<file path="config.mk">
export PLATFORM = sky130hd
export DESIGN_NAME = drpu_front
export DESIGN_NICKNAME = d
export VERILOG_FILES = /design/src/design/dead_reckoning_pose_update_defines.svh /design/src/design/drpu_pkg.sv /design/src/design/drpu_front.sv
export SDC_FILE = /design/constraint.sdc
export NUM_CORES = 1
export LEC_CHECK = 0
export ABC_AREA = 0
export BUFFER_PORTS_ARGS = -buffer_cell sky130_fd_sc_hd__buf_2
export CAP_MARGIN = 20
export CORE_MARGIN = 5
export CORE_UTILIZATION = 39
export DETAILED_ROUTE_END_ITERATION = 6
export GPL_TIMING_DRIVEN = 0
export SLEW_MARGIN = 20
export SYNTH_ARGS = -nofsm -noshare
export SYNTH_HDL_FRONTEND = slang
export SYNTH_SLANG_ARGS = --single-unit
</file>
<file path="constraint.sdc">
create_clock -name clk -period 4.8 [get_ports clk]
set_input_delay 0.24 -clock clk [delete_from_list [all_inputs] [get_ports clk]]
set_output_delay 0.24 -clock clk [all_outputs]
set_load 0.01 [all_outputs]
</file>
<file path="src/design/dead_reckoning_pose_update_defines.svh">
// Assertion macros shared by the pose update block.
`ifndef DEAD_RECKONING_POSE_UPDATE_DEFINES_SVH
`define DEAD_RECKONING_POSE_UPDATE_DEFINES_SVH

// Same-cycle implication, checked out of reset
`define DRPU_ASSERT_NOW(label, ante, cons, msg) \
    label: assert property (@(posedge clk) disable iff (!rst_n) (ante) |-> (cons)) \
        else $error(msg);

// Next-cycle implication, checked out of reset
`define DRPU_ASSERT_NEXT(label, ante, cons, msg) \
    label: assert property (@(posedge clk) disable iff (!rst_n) (ante) |=> (cons)) \
        else $error(msg);

`endif

</file>
<file path="src/design/drpu_pkg.sv">
// ----------------------------------------------------------------------------
// drpu_pkg
// Shared types, constants and the CORDIC arctangent table of the pose update.
// ----------------------------------------------------------------------------
package drpu_pkg;

    localparam int CORDIC_STEPS_DEF  = 16;
    localparam int POSITION_BITS_DEF = 32;

    // Heading in half-centidegrees: a quarter, a half and three quarters of a turn
    localparam int ANGLE_BITS = 17;
    localparam logic [ANGLE_BITS-1:0] TURN_1Q = 17'd18000;
    localparam logic [ANGLE_BITS-1:0] TURN_2Q = 17'd36000;
    localparam logic [ANGLE_BITS-1:0] TURN_3Q = 17'd54000;

    // Offset that makes any 33-bit angle sum non-negative, a multiple of a turn
    localparam logic [33:0] U_OFFSET = 34'd4295016000;
    localparam int          U_STEPS  = 17;
    localparam logic [18:0] TURN_X1  = 19'd72000;
    localparam logic [18:0] TURN_X2  = 19'd144000;
    localparam logic [18:0] TURN_X3  = 19'd216000;

    // rem*pi*2^30/36000 split into whole part and fractional remainder
    localparam logic [16:0] PI_QUOT  = 17'd93701;
    localparam logic [14:0] PI_REM   = 15'd23426;
    localparam logic [28:0] ROUND_HALF = 29'd18000;
    localparam logic [24:0] RECIP_1125 = 25'd30541990;

    localparam logic signed [19:0] CORDIC_GAIN = 20'sd39797;
    localparam logic signed [19:0] ONE_POS     = 20'sd65536;
    localparam logic signed [19:0] ONE_NEG     = -20'sd65536;

    localparam int QUEUE_DEPTH = 2;

    typedef struct packed {
        logic                  primed;
        logic signed [32:0]    ds;
        logic [ANGLE_BITS-1:0] angle;
    } drpu_job_t;

    // Arctangent of 2^-i in Q30
    function automatic logic [30:0] atan_q30(input logic [4:0] idx);
        logic [30:0] v;
        case (idx)
            5'd0:  v = 31'h3243F6A8;
            5'd1:  v = 31'h1DAC6705;
            5'd2:  v = 31'h0FADBAFC;
            5'd3:  v = 31'h07F56EA6;
            5'd4:  v = 31'h03FEAB76;
            5'd5:  v = 31'h01FFD55B;
            5'd6:  v = 31'h00FFFAAA;
            5'd7:  v = 31'h007FFF55;
            5'd8:  v = 31'h003FFFEA;
            5'd9:  v = 31'h001FFFFD;
            5'd10: v = 31'h000FFFFF;
            5'd11: v = 31'h0007FFFF;
            5'd12: v = 31'h0003FFFF;
            5'd13: v = 31'h0001FFFF;
            5'd14: v = 31'h0000FFFF;
            5'd15: v = 31'h00007FFF;
            5'd16: v = 31'h00003FFF;
            5'd17: v = 31'h00001FFF;
            5'd18: v = 31'h00000FFF;
            5'd19: v = 31'h000007FF;
            5'd20: v = 31'h000003FF;
            5'd21: v = 31'h000001FF;
            5'd22: v = 31'h000000FF;
            5'd23: v = 31'h0000007F;
            default: v = 31'h0;
        endcase
        return v;
    endfunction

endpackage

</file>
<file path="src/design/drpu_front.sv">
// ----------------------------------------------------------------------------
// drpu_front
// Takes encoder samples, forms distance delta and midpoint angle, and reduces
// the angle modulo one turn in radix-4 steps before queueing the job.
// ----------------------------------------------------------------------------
module drpu_front (
    input  logic                     clk,
    input  logic                     rst_n,
    input  logic                     sample_valid,
    output logic                     sample_stall,
    input  logic signed [31:0]       right_count,
    input  logic signed [31:0]       left_count,
    input  logic signed [31:0]       heading_centideg,
    output logic                     q_push,
    output drpu_pkg::drpu_job_t      q_data,
    input  logic                     q_full
);
    import drpu_pkg::*;

    logic                  busy_reg;
    logic [4:0]            cnt_reg;
    logic [33:0]           u_reg;
    logic [ANGLE_BITS-1:0] r_reg;
    logic signed [32:0]    ds_reg;
    logic                  job_primed_reg;
    logic signed [31:0]    last_dist_reg;
    logic signed [31:0]    last_head_reg;
    logic                  primed_reg;

    logic               take;
    logic signed [32:0] sum33;
    logic signed [32:0] sum_adj;
    logic signed [31:0] dist_half;
    logic signed [32:0] ds;
    logic signed [32:0] ang;
    logic [33:0]        u;
    logic [18:0]        r4;
    logic [18:0]        r_step;

    assign sample_stall = busy_reg;
    assign take         = sample_valid && !busy_reg;
    assign q_push       = busy_reg && (cnt_reg == 5'd0) && !q_full;
    assign q_data       = '{primed: job_primed_reg, ds: ds_reg, angle: r_reg};

    // distance (truncated halving), distance delta and offset angle sum
    always_comb
    begin
        sum33     = {right_count[31], right_count} + {left_count[31], left_count};
        sum_adj   = sum33 + {32'd0, sum33[32]};
        dist_half = sum_adj[32:1];
        ds        = {dist_half[31], dist_half} - {last_dist_reg[31], last_dist_reg};
        ang       = {last_head_reg[31], last_head_reg}
                  + {heading_centideg[31], heading_centideg};
        u         = {ang[32], ang} + U_OFFSET;
    end

    // one radix-4 remainder step
    always_comb
    begin
        r4 = {r_reg, u_reg[33:32]};
        if (r4 >= TURN_X3)
        begin
            r_step = r4 - TURN_X3;
        end
        else if (r4 >= TURN_X2)
        begin
            r_step = r4 - TURN_X2;
        end
        else if (r4 >= TURN_X1)
        begin
            r_step = r4 - TURN_X1;
        end
        else
        begin
            r_step = r4;
        end
    end

    always_ff @(posedge clk or negedge rst_n)
    begin
        if (!rst_n)
        begin
            busy_reg       <= 1'b0;
            cnt_reg        <= '0;
            primed_reg     <= 1'b0;
            last_dist_reg  <= '0;
            last_head_reg  <= '0;
            job_primed_reg <= 1'b0;
        end
        else if (take)
        begin
            busy_reg       <= 1'b1;
            cnt_reg        <= 5'(U_STEPS);
            job_primed_reg <= primed_reg;
            primed_reg     <= 1'b1;
            last_dist_reg  <= dist_half;
            last_head_reg  <= heading_centideg;
        end
        else if (busy_reg && cnt_reg != 5'd0)
        begin
            cnt_reg <= cnt_reg - 5'd1;
        end
        else if (q_push)
        begin
            busy_reg <= 1'b0;
        end
    end

    // datapath registers
    always_ff @(posedge clk)
    begin
        if (take)
        begin
            u_reg  <= u;
            r_reg  <= '0;
            ds_reg <= ds;
        end
        else if (busy_reg && cnt_reg != 5'd0)
        begin
            u_reg <= {u_reg[31:0], 2'b00};
            r_reg <= r_step[ANGLE_BITS-1:0];
        end
    end

endmodule

</file>
==> metrics.yaml <==
worst_setup_path:
  path_class: "primary input to register"
  cp-end-kind: "register"
  arrival_ns: 5.08
  worstPathRequired_ns: 4.97
  cp_slowest_stage_delay_ns: 0.42
  slowest_stage: "or3_4"
  cp_max_fo: 5
  startpoint_type: "primary input"
  cp_top_family: "simple AND/OR/NAND/NOR gates"
  worst-path-buf-inv: 3
cts:
  insertion_delay_ns: 0.43
  numCtsBuffers: 17
  cts.htree.levels: 4
  cts_tree: "done"
  cts.clk_slew.worst_paths_ns: 0.06
  cts.sinks: 156
  clock_path_buffers: 2
  cts-root-buf: "clkbuf_16"
placement:
  gp_congestion: 0.895
  hpwl_um: 29200
  placed_area_um2: 15200
  io_buffers: 152
yosys:
  yosysWarningCount: 0
  synth.top_cells.by_area: "edfxtp_1 15%, dfrtp_1 13%, ha_1 9.8%"
  ys_seq_elements: 156
  syn-mean-instance-area_um2: 8.22
  syn_inst: 1666
  synthDominantAreaCellType: "edfxtp_1"
  synth_enable_flop_cells: 67
  synthesis.nets: 1876
  synthArstFlopShare_pct: 46.2
  syn_area_um2: 13700
  ys.flop_type: "dfrtp_1"
  yosys-top-cells-count: "250 x nand2_1, 119 x o21ai_0, 117 x nor2_1, 107 x ha_1, 101 x a21oi_1"
  synth.distinct_cells: 102
  yosysMostFrequentCell: "nand2_1"
  yosysSeqAreaShare_pct: 30.3
  synth_top_area_share_pct: 14.7
global_route:
  grt-ovfl-total: 0
  grt_max_degree: 50
  first_global_vias: 12500
  grt.total_usage_pct: 18.9
  antenna_found_initial: 2
  grt_pass1_wl_um: 61300
power_and_ir_drop:
  seqPwrFrac_pct: 23.1
  irDropWorstVdd_uv: 261
  leakagePower_nw: 7.16
  p_comb_share_pct: 63.6
  p_per_area_nw_per_um2: 621
  p_int_mw: 5.62
  p_switching_mw: 4.65
  p_clk_share_pct: 13.3
  swShare_pct: 45.3
drt:
  avgRoutedWirePerCell_um: 16.1
  via_count: 12700
  drt_iter0_drc: 567
  vias_per_cell: 5.42
  drt_pass1_iterations: 5
  wirelength_um: 37700
  drc: 0
  final_antenna_net_count: 0
sta:
  fin_crit_ns: 4.92
  layout_setup_ws_ns: -0.117
  fin_crit_sh_pct: 102
  fmaxAchievable_ghz: 0.203
  tightest_slew_ns: 1.03
  rsz0062_at_grt: "true"
  hold_viol: 0
  relSlewSlack_pct: 30.5
  setup_violations: 6
  tns_ns: -0.305
  clock_skew_ns: 0.00887
  slew_viol_final: 0
floorplanning:
  die-area_um2: 38900
  ios: 153
  core_area_um2: 34600
  rows: 68
  die_y_um: 197
  start_util_pct: 39.5
  die_w_um: 197
final_layout:
  area_growth_pct: 21.0
  layout-drive-gt1-share_pct: 20.8
  final_net_count: 2079
  largest_reg_flops: 34
  fin_area_um2: 16600
flow_run:
  maxCapViolations: 0
worst_hold_path:
  hold_class: "primary input to register"
status:
  violations: "setup timing"
  status: "complete, but fails checks"
## layout make-up
| class | count | area [um2] |
|---|---|---|
| antenna | 1 | 2.50 |
| buffer | 68 | 314 |
| clock buffer | 26 | 552 |
| clock inverter | 6 | 47.5 |
| fill | 3336 | 18100 |
| inverter | 73 | 274 |
| multi-input combinational | 1364 | 9550 |
| sequential | 156 | 4150 |
| tap | 455 | 569 |
| timing repair buffer | 189 | 1090 |
## logic make-up (layout without fill, tap and decap cells)
kind of cell	after synthesis	in the layout	synth area share [%]
fa+ha+maj	110	110	10.2
simple gates	685	685	24.9
mux	21	21	1.68
xor+xnor	120	120	7.68
buf+inv	146	362	4.32
other cells	0	1	0
compound gates	428	428	20.9
flops	156	156	30.3
## power by group through the flow
stage	Clock, mW	Sequential, mW	Combinational, mW
2_1_floorplan	0	2.36	4.70
3_3_place_gp	0	2.38	6.03
3_5_place_dp	0	2.40	6.12
4_1_cts	1.40	2.38	6.36
5_1_grt	1.45	2.44	7.27
6_report	1.37	2.37	6.53
## metal layers
layer	wire (um)	GRT usage [%]
met4	717	5.47
met3	1190	2.22
met5	20	0
met1	16800	23.6
met2	19000	34.2
## through the flow
step | utilization, % | hold slack, ns | setup WS, ns | std cells | total power, mW
6_report | 47.8 | 0.0259 | -0.117 | 2338 | 10.3
2_1_floorplan | - | -0.0556 | -0.216 | 1666 | 7.06
3_3_place_gp | 43.9 | 0.453 | -1.19 | 2273 | 8.41
4_1_cts | 47.1 | 0.0129 | -0.252 | 2328 | 10.1
3_5_place_dp | 44.0 | 0.208 | -1.21 | 2275 | 8.52
5_1_grt | 47.8 | 0.0230 | -0.329 | 2338 | 11.2
## what timing repair did
action,in CTS,in global routing
setup buffers,23,11
resized for setup,58,45
pin swaps,47,32
hold buffers,1,0
gates cloned,0,0
setup endpoints to repair,20,20
endpoints found under the hold margin,23,0
## worst register-to-register path: stages (launching register included)
cell      delay [ns]
dfrtp_1         0.35
ha_1            0.19
inv_1           0.06
fa_1            0.39
nand2b_1        0.18
a21oi_1         0.33
nor2_1          0.11
xnor2_1         0.29
ha_1            0.25
a21oi_1         0.11
nor4bb_1        0.18
o21ai_1         0.50
or4b_1          0.51
or3_1           0.32
a31oi_1         0.17
## cell usage in the layout, fill, tap and decap left out, drive strengths merged, types with 23 or more instances in the layout
master    n
dfrtp    72
a21oi   102
xor2     46
clkbuf   70
nor3     41
inv      75
o21ai   129
and3     23
nor2    117
ha      107
nand4    31
edfxtp   67
buf     212
xnor2    74
a21o     43
nand3    60
nand2   250
## final timing paths
path,start,to,slack (ns),depth (start not counted)
setup / recovery,right_count[13],ds_reg[30]$_DFFE_PP_,-0.12,25
hold / removal,heading_centideg[2],last_head_reg[2]$_DFFE_PN0P_,0.03,3
setup reg to reg,last_head_reg[0]$_DFFE_PN0P_,u_reg[30]$_DFFE_PP_,0.71,14
hold reg to reg,primed_reg$_DFFE_PN0P_,primed_reg$_DFFE_PN0P_,0.47,1
max in group asynchronous,rst_n,last_head_reg[3]$_DFFE_PN0P_,3.90,3
min in group asynchronous,rst_n,last_head_reg[27]$_DFFE_PN0P_,0.29,2
No activity file was read; power rests on OpenSTA's default activity.
