File: config.mk
export PLATFORM = sky130hd
export DESIGN_NAME = drpu_queue
export DESIGN_NICKNAME = d
export VERILOG_FILES = /design/src/design/drpu_pkg.sv /design/src/design/drpu_queue.sv
export VERILOG_INCLUDE_DIRS = /design/src /design/src/design
export SDC_FILE = /design/constraint.sdc
export NUM_CORES = 1
export LEC_CHECK = 0
export ABC_AREA = 1
export BUFFER_PORTS_ARGS = -buffer_cell sky130_fd_sc_hd__buf_2
export CAP_MARGIN = 30
export CORE_MARGIN = 4
export CORE_UTILIZATION = 56
export CTS_CLUSTER_DIAMETER = 60
export CTS_CLUSTER_SIZE = 28
export DETAILED_ROUTE_END_ITERATION = 8
export GPL_TIMING_DRIVEN = 0
export MAX_ROUTING_LAYER = met4
export PLACE_DENSITY = 0.83
export SLEW_MARGIN = 5
export SYNTH_ARGS = -nofsm -noshare
export SYNTH_HDL_FRONTEND = slang
export SYNTH_SLANG_ARGS = --single-unit
File: constraint.sdc
create_clock -name clk -period 5.1 [get_ports clk]
set_input_delay 1.02 -clock clk [delete_from_list [all_inputs] [get_ports clk]]
set_output_delay 1.02 -clock clk [all_outputs]
set_load 0.02 [all_outputs]
File: src/design/dead_reckoning_pose_update_defines.svh
// Assertion macros shared by the pose update block.
`ifndef DEAD_RECKONING_POSE_UPDATE_DEFINES_SVH
`define DEAD_RECKONING_POSE_UPDATE_DEFINES_SVH

// Same-cycle implication, checked out of reset
`define DRPU_ASSERT_NOW(label, ante, cons, msg) \
    label: assert property (@(posedge clk) disable iff (!rst_n) (ante) |-> (cons)) \
        else $error(msg);

// Next-cycle implication, checked out of reset
`define DRPU_ASSERT_NEXT(label, ante, cons, msg) \
    label: assert property (@(posedge clk) disable iff (!rst_n) (ante) |=> (cons)) \
        else $error(msg);

`endif

File: src/design/drpu_pkg.sv
// ----------------------------------------------------------------------------
// drpu_pkg
// Shared types, constants and the CORDIC arctangent table of the pose update.
// ----------------------------------------------------------------------------
package drpu_pkg;

    localparam int CORDIC_STEPS_DEF  = 16;
    localparam int POSITION_BITS_DEF = 32;

    // Heading in half-centidegrees: a quarter, a half and three quarters of a turn
    localparam int ANGLE_BITS = 17;
    localparam logic [ANGLE_BITS-1:0] TURN_1Q = 17'd18000;
    localparam logic [ANGLE_BITS-1:0] TURN_2Q = 17'd36000;
    localparam logic [ANGLE_BITS-1:0] TURN_3Q = 17'd54000;

    // Offset that makes any 33-bit angle sum non-negative, a multiple of a turn
    localparam logic [33:0] U_OFFSET = 34'd4295016000;
    localparam int          U_STEPS  = 17;
    localparam logic [18:0] TURN_X1  = 19'd72000;
    localparam logic [18:0] TURN_X2  = 19'd144000;
    localparam logic [18:0] TURN_X3  = 19'd216000;

    // rem*pi*2^30/36000 split into whole part and fractional remainder
    localparam logic [16:0] PI_QUOT  = 17'd93701;
    localparam logic [14:0] PI_REM   = 15'd23426;
    localparam logic [28:0] ROUND_HALF = 29'd18000;
    localparam logic [24:0] RECIP_1125 = 25'd30541990;

    localparam logic signed [19:0] CORDIC_GAIN = 20'sd39797;
    localparam logic signed [19:0] ONE_POS     = 20'sd65536;
    localparam logic signed [19:0] ONE_NEG     = -20'sd65536;

    localparam int QUEUE_DEPTH = 2;

    typedef struct packed {
        logic                  primed;
        logic signed [32:0]    ds;
        logic [ANGLE_BITS-1:0] angle;
    } drpu_job_t;

    // Arctangent of 2^-i in Q30
    function automatic logic [30:0] atan_q30(input logic [4:0] idx);
        logic [30:0] v;
        case (idx)
            5'd0:  v = 31'h3243F6A8;
            5'd1:  v = 31'h1DAC6705;
            5'd2:  v = 31'h0FADBAFC;
            5'd3:  v = 31'h07F56EA6;
            5'd4:  v = 31'h03FEAB76;
            5'd5:  v = 31'h01FFD55B;
            5'd6:  v = 31'h00FFFAAA;
            5'd7:  v = 31'h007FFF55;
            5'd8:  v = 31'h003FFFEA;
            5'd9:  v = 31'h001FFFFD;
            5'd10: v = 31'h000FFFFF;
            5'd11: v = 31'h0007FFFF;
            5'd12: v = 31'h0003FFFF;
            5'd13: v = 31'h0001FFFF;
            5'd14: v = 31'h0000FFFF;
            5'd15: v = 31'h00007FFF;
            5'd16: v = 31'h00003FFF;
            5'd17: v = 31'h00001FFF;
            5'd18: v = 31'h00000FFF;
            5'd19: v = 31'h000007FF;
            5'd20: v = 31'h000003FF;
            5'd21: v = 31'h000001FF;
            5'd22: v = 31'h000000FF;
            5'd23: v = 31'h0000007F;
            default: v = 31'h0;
        endcase
        return v;
    endfunction

endpackage

File: src/design/drpu_queue.sv
// ----------------------------------------------------------------------------
// drpu_queue
// Short job queue between the front and the back.
// ----------------------------------------------------------------------------
`include "dead_reckoning_pose_update_defines.svh"

module drpu_queue (
    input  logic                clk,
    input  logic                rst_n,
    input  logic                push,
    input  drpu_pkg::drpu_job_t push_data,
    output logic                full,
    input  logic                pop,
    output drpu_pkg::drpu_job_t pop_data,
    output logic                empty
);
    import drpu_pkg::*;

    localparam int PW = $clog2(QUEUE_DEPTH);
    localparam int CW = $clog2(QUEUE_DEPTH + 1);

    drpu_job_t       mem_reg [QUEUE_DEPTH];
    logic [PW-1:0]   wr_ptr_reg;
    logic [PW-1:0]   rd_ptr_reg;
    logic [CW-1:0]   count_reg;

    assign full     = (count_reg == CW'(QUEUE_DEPTH));
    assign empty    = (count_reg == '0);
    assign pop_data = mem_reg[rd_ptr_reg];

    // pointers and fill level
    always_ff @(posedge clk or negedge rst_n)
    begin
        if (!rst_n)
        begin
            wr_ptr_reg <= '0;
            rd_ptr_reg <= '0;
            count_reg  <= '0;
        end
        else
        begin
            if (push)
            begin
                wr_ptr_reg <= (wr_ptr_reg == PW'(QUEUE_DEPTH - 1)) ? '0 : wr_ptr_reg + 1'b1;
            end
            if (pop)
            begin
                rd_ptr_reg <= (rd_ptr_reg == PW'(QUEUE_DEPTH - 1)) ? '0 : rd_ptr_reg + 1'b1;
            end
            if (push && !pop)
            begin
                count_reg <= count_reg + 1'b1;
            end
            else if (pop && !push)
            begin
                count_reg <= count_reg - 1'b1;
            end
        end
    end

    // storage
    always_ff @(posedge clk)
    begin
        if (push)
        begin
            mem_reg[wr_ptr_reg] <= push_data;
        end
    end

    `DRPU_ASSERT_NOW(a_no_push_full, full, !push, "request pushed into a full queue")
    `DRPU_ASSERT_NOW(a_no_pop_empty, empty, !pop, "request popped from an empty queue")
    `DRPU_ASSERT_NEXT(a_pop_drains, (pop && !push), (count_reg == $past(count_reg) - 1'b1),
        "queue level did not fall on pop")

endmodule

==> results.py, run 1 <==
metrics = {
    "synth": {
        "synth_top_family_by_area": "multiplexers",
        "synth.avg_cell_area_um2": 22.49,
        "yosys-top-cells-area": "edfxtp_1, mux2_4, buf_12",
        "synth_area_leader_cell": "edfxtp_1",
        "yosysSeqAreaShare_pct": 76.42,
        "synth_edf_count": 102,
        "synth_cells": 184,
        "yosys.area_share.simple_pct": 0.9976,
        "synthTopCellsByCount": "edfxtp_1, mux2_4, inv_1, buf_12, nand2_1",
        "synth_seq_cells": 106,
        "ys_types": 14,
        "synth-xor-area-share_pct": 0.6348,
        "post-synth-top-area-fraction_pct": 74.00,
        "synth_fa_ha_area_share_pct": 0.3023,
        "synth.area.mux_share_pct": 18.32,
        "synthArstFlopShare_pct": 3.774,
        "syn-num-nets": 240,
        "ys.flop_type": "edfxtp_1",
        "synth_compound_area_share_pct": 0,
        "yosysMostFrequentCell": "edfxtp_1",
        "ys_warn_count": 0,
        "synth_area_um2": 4139,
    },
    "setup_path": {
        "critical_path.cell_chain": "buf_6, buf_12, mux2_4, buf_2",
        "end_kind": "output port",
        "cpLargestDelayFamily": "buffers and inverters",
        "cp.required_ns": 4.08,
        "cp_max_fo": 10,
        "worst-path-buf-inv": 3,
        "path_class": "reg -> out",
        "crit_path_max_incr_delay_ns": 0.35,
        "arrival_ns": 1.52,
        "start_kind": "flip-flop",
        "slowest_stage": "dfrtp_1",
    },
    "cts": {
        "postCtsHoldBufs": 0,
        "ctsResizeCount": 0,
        "numCtsBuffers": 9,
        "clk_pin_slew_worst_paths_ns": 0.09,
        "cts-htree-levels": 3,
        "cts.path.max_buffers": 2,
        "ctsRootBufferMaster": "clkbuf_8",
        "postCtsSetupBuffers": 0,
        "cts_sinks": 106,
        "cts_tree": "built",
        "clk_latency_ns": 0.36,
    },
    "global_routing": {
        "grt_overflow": 0,
        "grtUsageTotal_pct": 15.98,
        "grt_max_degree": 30,
        "grt_pass1_vias": 2105,
        "grt_first_pass_wirelength_um": 9956,
        "grt_antenna_before_repair": 0,
    },
    "power": {
        "power.leakage_nw": 2.075,
        "p_total_mw": 2.778,
        "seqPwrFrac_pct": 43.5,
        "p_int_mw": 1.869,
        "ir_drop_uv": 312.0,
        "sw_frac_of_total_pct": 32.74,
        "p_clk_share_pct": 16.4,
        "combPwrFrac_pct": 40.1,
        "switchingPower_uw": 909.7,
        "p_per_area_nw_per_um2": 553.1,
    },
    "routing": {
        "antenna_left": 0,
        "dr.pass1.iters": 4,
        "drc": 0,
        "wl_per_cell_um": 16.12,
        "drt_iter0_drc": 66,
        "wl_um": 6578,
        "vias": 2016,
        "vias_per_cell": 4.941,
    },
    "place": {
        "port_buffers": 107,
        "place_congestion": 0.7040,
        "dpl.hpwl_um": 4725,
    },
    "outcome": {
        "outcome": "completed",
    },
    "finish": {
        "largest_reg_flops": 102,
        "syn2layout_area_growth_pct": 21.37,
        "drive_above_1_share_pct": 58.90,
        "diodes": 0,
        "finalNetCount": 360,
    },
    "floorplanning": {
        "boundaryPins": 108,
        "die_x_um": 93.97,
        "num_rows": 31,
        "die_h_um": 93.97,
        "initial_core_util_pct": 57.37,
        "fp.dieArea_um2": 8830,
        "coreArea_um2": 7214,
    },
    "timing": {
        "final_max_slew_viol_count": 0,
        "max_slew_margin_pct": 53.83,
        "finalSetupViolCount": 0,
        "worst_pin_slew_ns": 0.6909,
        "hold_viol": 0,
        "holdWs_ns": 0.4540,
        "finalCriticalPeriod_ns": 2.538,
        "max_freq_ghz": 0.3940,
        "finalCritPeriodShare_pct": 49.77,
        "rsz0062_at_grt": "false",
        "tns_ns": 0,
        "finalClockSkew_ns": 0.007381,
    },
    "job": {
        "drv_cap": 0,
    },
    "hold_path": {
        "hp-class": "in -> async",
    },
}
==> power groups by stage <==
stage	clock network, mW	registers [mW]	logic [mW]
after floorplan	0	1.22	0.840
after global placement	0	1.23	1.10
after detailed placement	0	1.23	1.13
after CTS	0.473	1.21	1.14
after global routing	0.518	1.22	1.18
final	0.457	1.21	1.11
==> final cells by class <==
cell class / instances / area, µm²
Clock buffer: 10 / 127.6
Timing Repair Buffer: 109 / 575.6
Multi-Input combinational cell: 65 / 845.8
Tap cell: 99 / 123.9
Fill cell: 515 / 2191
Inverter: 7 / 26.28
Buffer: 6 / 111.4
Sequential cell: 106 / 3163
Clock inverter: 6 / 50.05
==> worst paths after layout <==
| kind | end | cells after the start | slack, ns | startpoint |
|---|---|---|---|---|
| worst min-delay path | count_reg[0] | 1 | 0.45 | rst_n |
| worst max-delay path | pop_data[15] | 4 | 2.56 | rd_ptr_reg |
| min in group clk | wr_ptr_reg | 1 | 0.55 | wr_ptr_reg |
| max in group asynchronous | rd_ptr_reg | 1 | 4.53 | rst_n |
| worst max register to register | mem_reg[0][43] | 2 | 3.50 | wr_ptr_reg |
| worst min register to register | wr_ptr_reg | 1 | 0.55 | wr_ptr_reg |
==> metrics by stage <==
stage	util (%)	setup WS (ns)	std cells	instance area [µm²]
floorplan	-	1.437	184	4139
global placement	66.51	0.1825	390	4798
finish	69.63	2.562	408	5024
detailed placement	67.17	2.695	392	4846
global route	69.63	2.482	408	5024
CTS	69.63	2.532	408	5024
==> kinds of logic (layout without fill, tap and decap cells) <==
| family | count (synthesis) | in the layout |
|---|---|---|
| xor+xnor | 3 | 3 |
| fa+ha+maj | 1 | 1 |
| buf+inv | 13 | 138 |
| flops | 106 | 106 |
| mux | 51 | 51 |
| simple gates | 10 | 10 |
==> per-layer routing <==
metal	track usage (%)	wire length [µm]
met1	18.00	2576
met3	4.327	385
met2	27.44	3491
met4	5.776	125
met5	-	0
==> cell usage in the layout (no fill, tap or decap), drive strengths merged <==
| cell type | netlist | layout |
|---|---|---|
| dfrtp | 4 | 4 |
| clkbuf | 0 | 10 |
| xnor2 | 1 | 1 |
| inv | 7 | 9 |
| nand4 | 1 | 1 |
| edfxtp | 102 | 102 |
| nor2 | 3 | 3 |
| clkinv | 0 | 4 |
| nand3 | 1 | 1 |
| ha | 1 | 1 |
| xor2 | 2 | 2 |
| nand2 | 5 | 5 |
| mux2 | 51 | 51 |
| buf | 6 | 115 |
(Power assumes the default switching activity.)
==> run 2, diff against run 1 <==
--- a/config.mk
+++ b/config.mk
@@ -10,13 +10,13 @@
 export BUFFER_PORTS_ARGS = -buffer_cell sky130_fd_sc_hd__buf_2
 export CAP_MARGIN = 30
 export CORE_MARGIN = 4
-export CORE_UTILIZATION = 56
+export CORE_UTILIZATION = 47
 export CTS_CLUSTER_DIAMETER = 60
 export CTS_CLUSTER_SIZE = 28
 export DETAILED_ROUTE_END_ITERATION = 8
 export GPL_TIMING_DRIVEN = 0
 export MAX_ROUTING_LAYER = met4
-export PLACE_DENSITY = 0.83
+export PLACE_DENSITY = 0.74
 export SLEW_MARGIN = 5
 export SYNTH_ARGS = -nofsm -noshare
 export SYNTH_HDL_FRONTEND = slang
==> constraint.sdc (replaced) <==
create_clock -name clk -period 2.1 [get_ports clk]
set_input_delay 0.42 -clock clk [delete_from_list [all_inputs] [get_ports clk]]
set_output_delay 0.42 -clock clk [all_outputs]
set_load 0.02 [all_outputs]
==> run 2 against run 1 <==
  * Register-to-register slack worse by 3.0 ns
  * Critical path depth stayed put
  * Setup slack worse by 2.4 ns
==> results.py, run 2 (synthesis gave the netlist of run 1 again) <==
metrics = {
    "setup_path": {
        "start_kind": "flip-flop",
        "crit_path_max_incr_delay_ns": 0.36,
        "arrival_ns": 1.53,
        "worst-path-buf-inv": 3,
        "worstRegToRegCells": 2,
        "cp.required_ns": 1.68,
        "cpLargestDelayFamily": "buffers and inverters",
        "crit_cells": 4,
        "cp_max_fo": 10,
        "critical_path.cell_chain": "buf_6, buf_12, mux2_4, buf_2",
        "end_kind": "output port",
        "path_class": "reg -> out",
        "slowest_stage": "dfrtp_1",
    },
    "global_routing": {
        "grtUsageTotal_pct": 13.68,
        "grt_first_pass_wirelength_um": 10070,
        "grt_overflow": 0,
        "grt_pass1_vias": 2100,
        "grt_max_degree": 32,
        "grt_antenna_before_repair": 0,
    },
    "timing": {
        "finalCritPeriodShare_pct": 93.08,
        "tns_ns": 0,
        "finalSetupViolCount": 0,
        "hold_viol": 0,
        "max_slew_margin_pct": 54.65,
        "worst_pin_slew_ns": 0.6787,
        "rsz0062_at_grt": "false",
        "max_freq_ghz": 0.5116,
        "finalCriticalPeriod_ns": 1.955,
        "setup_slack_ns": 0.1453,
        "final_max_slew_viol_count": 0,
        "finalClockSkew_ns": 0.01363,
    },
    "cts": {
        "clk_pin_slew_worst_paths_ns": 0.10,
        "cts-htree-levels": 3,
        "cts_tree": "built",
        "ctsRootBufferMaster": "clkbuf_8",
        "clk_latency_ns": 0.36,
        "cts.path.max_buffers": 2,
        "numCtsBuffers": 9,
        "cts_sinks": 106,
        "ctsResizeCount": 0,
    },
    "hold_path": {
        "min_path_cells": 1,
        "hp-class": "in -> reg",
    },
    "finish": {
        "layout_common_cells": "buf_2, edfxtp_1, mux2_4, clkbuf_8, buf_12",
        "drive_above_1_share_pct": 59.22,
        "largest_reg_flops": 102,
        "finalNetCount": 361,
        "layout_commonest_cell": "buf_2",
        "syn2layout_area_growth_pct": 22.07,
        "diodes": 0,
        "final_util_pct": 60.28,
    },
    "place": {
        "post-place-ws_ns": 0.3135,
        "dpl.hpwl_um": 4764,
        "port_buffers": 107,
        "place_congestion": 0.6663,
    },
    "floorplanning": {
        "num_rows": 33,
        "die_x_um": 101.8,
        "initial_core_util_pct": 49.38,
        "die_h_um": 101.8,
        "boundaryPins": 108,
        "fp.dieArea_um2": 10370,
        "coreArea_um2": 8382,
    },
    "routing": {
        "drc": 0,
        "dr.pass1.iters": 4,
        "vias_per_cell": 4.860,
        "drt_iter0_drc": 55,
        "wl_per_cell_um": 16.23,
        "wl_um": 6718,
        "antenna_left": 0,
        "vias": 2012,
    },
    "job": {
        "drv_cap": 0,
    },
    "power": {
        "p_per_area_nw_per_um2": 1353,
        "ir_drop_uv": 750.2,
        "power.leakage_nw": 2.084,
    },
    "outcome": {
        "outcome": "completed",
    },
}
==> run 2: worst paths after layout <==
kind                               start              to  slack [ns]
max in group asynchronous          rst_n      wr_ptr_reg        1.56
min reg2reg                 count_reg[1]    count_reg[1]        0.52
min in group asynchronous          rst_n      rd_ptr_reg        0.41
max                           rd_ptr_reg    pop_data[23]        0.15
min                        push_data[40]  mem_reg[1][40]        0.24
max reg2reg                   wr_ptr_reg  mem_reg[0][47]        0.51
==> run 2: per-stage QoR <==
stage / cell area, µm² / hold WS, ns / cells / power (mW)
floorplan: 4146 / 0.1244 / 184 / 4.999
finish: 5052 / 0.2422 / 414 / 6.835
global route: 5052 / 0.2040 / 414 / 7.172
detailed placement: 4853 / 0.2323 / 398 / 5.742
CTS: 5052 / 0.2197 / 414 / 6.933
global placement: 4813 / 0.2296 / 396 / 5.669
==> run 2: power by group <==
group	leakage (nW)	total [mW]	internal, mW	switching [mW]
clock	0.0959	1.20	0.549	0.647
combinational	0.984	2.71	1.29	1.42
sequential	1.00	2.93	2.80	0.124
==> run 2: routing by layer <==
metal	track usage [%]	vias up	wire (µm)
li1	-	945	-
met1	14.63	981	2628
met2	23.84	75	3482
met3	3.823	11	490
met4	5.752	0	116
met5	-	-	0
==> run 2: area by class of cell <==
type	instances	area, µm²
repair buffers	110	585.6
clock inverters	6	65.06
plain buffers	6	111.4
multi-input cells	65	845.8
flip-flops and latches	106	3163
clock buffers	9	123.9
inverters	7	26.28
well taps	105	131.4
fillers	629	3329
==> run 2: what timing repair did <==
action	CTS	global route
hold buffers	1	0
hold endpoints to repair	4	0
setup endpoints to repair	0	0
setup buffers	0	0
==> run 3, diff against run 2 <==
--- a/config.mk
+++ b/config.mk
@@ -10,13 +10,13 @@
 export BUFFER_PORTS_ARGS = -buffer_cell sky130_fd_sc_hd__buf_2
 export CAP_MARGIN = 30
 export CORE_MARGIN = 4
-export CORE_UTILIZATION = 47
+export CORE_UTILIZATION = 30
 export CTS_CLUSTER_DIAMETER = 60
 export CTS_CLUSTER_SIZE = 28
 export DETAILED_ROUTE_END_ITERATION = 8
 export GPL_TIMING_DRIVEN = 0
 export MAX_ROUTING_LAYER = met4
-export PLACE_DENSITY = 0.74
+export PLACE_DENSITY = 0.51
 export SLEW_MARGIN = 5
 export SYNTH_ARGS = -nofsm -noshare
 export SYNTH_HDL_FRONTEND = slang
==> run 3 against run 2 <==
  * Die area grew 52%
  * Combinational power is essentially flat
  * Final area grew 3.5%
  * First-iteration DRC count grew 89%
  * Setup slack gained 0.024 ns
  * Clock skew shrank 0.011 ns
  * Clock-buffer cell count grew 2
  * Critical path type unchanged
  * Critical endpoint is now pop_data[20]
  * Largest power group unchanged
  * Highest routed layer unchanged
==> results.py, run 3 (synthesis gave the netlist of run 1 again) <==
metrics = {
    "outcome": {
        "outcome": "completed",
    },
    "cts": {
        "clk_latency_ns": 0.34,
        "cts-htree-levels": 3,
        "cts_sinks": 106,
        "ctsResizeCount": 0,
        "cts_tree": "built",
        "cts.path.max_buffers": 2,
        "numCtsBuffers": 9,
        "ctsRootBufferMaster": "clkbuf_16",
        "clk_pin_slew_worst_paths_ns": 0.06,
    },
    "global_routing": {
        "grt_antenna_before_repair": 0,
        "grt_first_pass_wirelength_um": 10910,
        "grt_pass1_vias": 2111,
        "grtUsageTotal_pct": 9.427,
        "grt_max_degree": 28,
        "grt_overflow": 0,
    },
    "finish": {
        "largest_reg_flops": 102,
        "layout_common_cells": "buf_2, edfxtp_1, mux2_4, clkbuf_16, buf_12",
        "syn2layout_area_growth_pct": 26.36,
        "diodes": 0,
        "layout_commonest_cell": "buf_2",
        "fin_area_um2": 5230,
        "finalNetCount": 361,
        "drive_above_1_share_pct": 57.42,
    },
    "power": {
        "p_total_mw": 7.227,
        "ir_drop_uv": 627.0,
        "power.leakage_nw": 2.122,
        "p_per_area_nw_per_um2": 1382,
    },
    "place": {
        "place_congestion": 0.7073,
        "post-place-ws_ns": 0.1701,
        "port_buffers": 107,
        "dpl.hpwl_um": 4741,
        "place_area_um2": 4942,
    },
    "timing": {
        "finalCritPeriodShare_pct": 91.92,
        "max_slew_margin_pct": 44.25,
        "final_max_slew_viol_count": 0,
        "hold_viol": 0,
        "worst_pin_slew_ns": 0.8343,
        "rsz0062_at_grt": "false",
        "finalClockSkew_ns": 0.002931,
        "setup_slack_ns": 0.1697,
        "tns_ns": 0,
        "finalSetupViolCount": 0,
        "finalCriticalPeriod_ns": 1.930,
        "max_freq_ghz": 0.5181,
        "holdWs_ns": 0.2638,
    },
    "routing": {
        "vias_per_cell": 4.119,
        "wl_um": 6964,
        "antenna_left": 0,
        "drc": 0,
        "vias": 2002,
        "dr.pass1.iters": 4,
        "wl_per_cell_um": 14.33,
        "drt_iter0_drc": 104,
    },
    "setup_path": {
        "start_kind": "flip-flop",
        "path_class": "reg -> out",
        "end_kind": "output port",
        "arrival_ns": 1.51,
        "rrSetupSlack_ns": 0.39,
        "r2r_start": "wr_ptr_reg",
        "rr_endpoint": "mem_reg[0][5]",
        "worstRegToRegCells": 2,
        "cp_max_fo": 10,
        "cp.required_ns": 1.68,
        "cp-startpoint": "rd_ptr_reg",
    },
    "hold_path": {
        "whs_endpoint": "mem_reg[1][27]",
        "hp-start": "push_data[27]",
        "min_path_cells": 1,
        "hp-class": "in -> reg",
    },
    "floorplanning": {
        "initial_core_util_pct": 30.89,
        "num_rows": 42,
        "boundaryPins": 108,
        "die_h_um": 125.5,
        "die_x_um": 125.5,
        "fp.dieArea_um2": 15740,
        "coreArea_um2": 13400,
    },
    "job": {
        "drv_cap": 0,
    },
}
[run 3: cell count changes in the layout (fill, tap and decap cells not counted), moves of 2 or more]
cell,before,now
clkinv_1,0,4
inv_6,2,0
clkinv_2,2,0
clkbuf_1,0,2
clkbuf_16,0,9
clkbuf_8,9,0
[run 3: cell type report]
type,count,area (µm²)
Fill cell,1259,8170
Buffer,6,111.4
Sequential cell,106,3163
Inverter,7,26.28
Clock inverter,5,45.04
Tap cell,176,220.2
Clock buffer,11,232.7
Multi-Input combinational cell,65,845.8
Timing Repair Buffer,110,585.6
[run 3: per-stage QoR]
step | cells | utilization [%]
global route | 486 | 39.03
floorplan | 184 | -
global placement | 467 | 36.58
finish | 486 | 39.03
detailed placement | 469 | 36.88
CTS | 486 | 39.03
[run 3: how the worst max path moves through the flow]
stage | cells after the start | endpoint
2_1_floorplan | 2 | mem_reg[1][0]
3_3_place_gp | 3 | mem_reg[1][50]
3_5_place_dp | 4 | mem_reg[0][9]
4_1_cts | 4 | pop_data[21]
5_1_grt | 4 | pop_data[18]
6_report | 4 | pop_data[20]
[run 3: report_power, final]
| group | switching (mW) | total [mW] | internal, mW |
|---|---|---|---|
| Clock | 0.671 | 1.58 | 0.909 |
| Combinational | 1.44 | 2.73 | 1.29 |
| Sequential | 0.112 | 2.92 | 2.81 |
[run 3: metal layers]
layer  vias to the layer above  global-route usage [%]  share of wire (%)
met5                         -                       -                  0
li1                        952                       -                  -
met1                       966                   11.14                 44
met4                         0                   5.166                2.4
met3                        12                   3.198                6.1
met2                        72                   14.16                 47
[run 3: repair_timing]
| item | 4_1_cts | 5_1_grt |
|---|---|---|
| setup buffers | 0 | 0 |
| hold endpoints to repair | 4 | 0 |
| hold buffers | 1 | 0 |
[run 3: critical path, stage by stage (launching register included)]
cell	delay, ns
dfrtp_1	0.34
buf_6	0.19
buf_12	0.17
mux2_4	0.31
buf_2	0.16
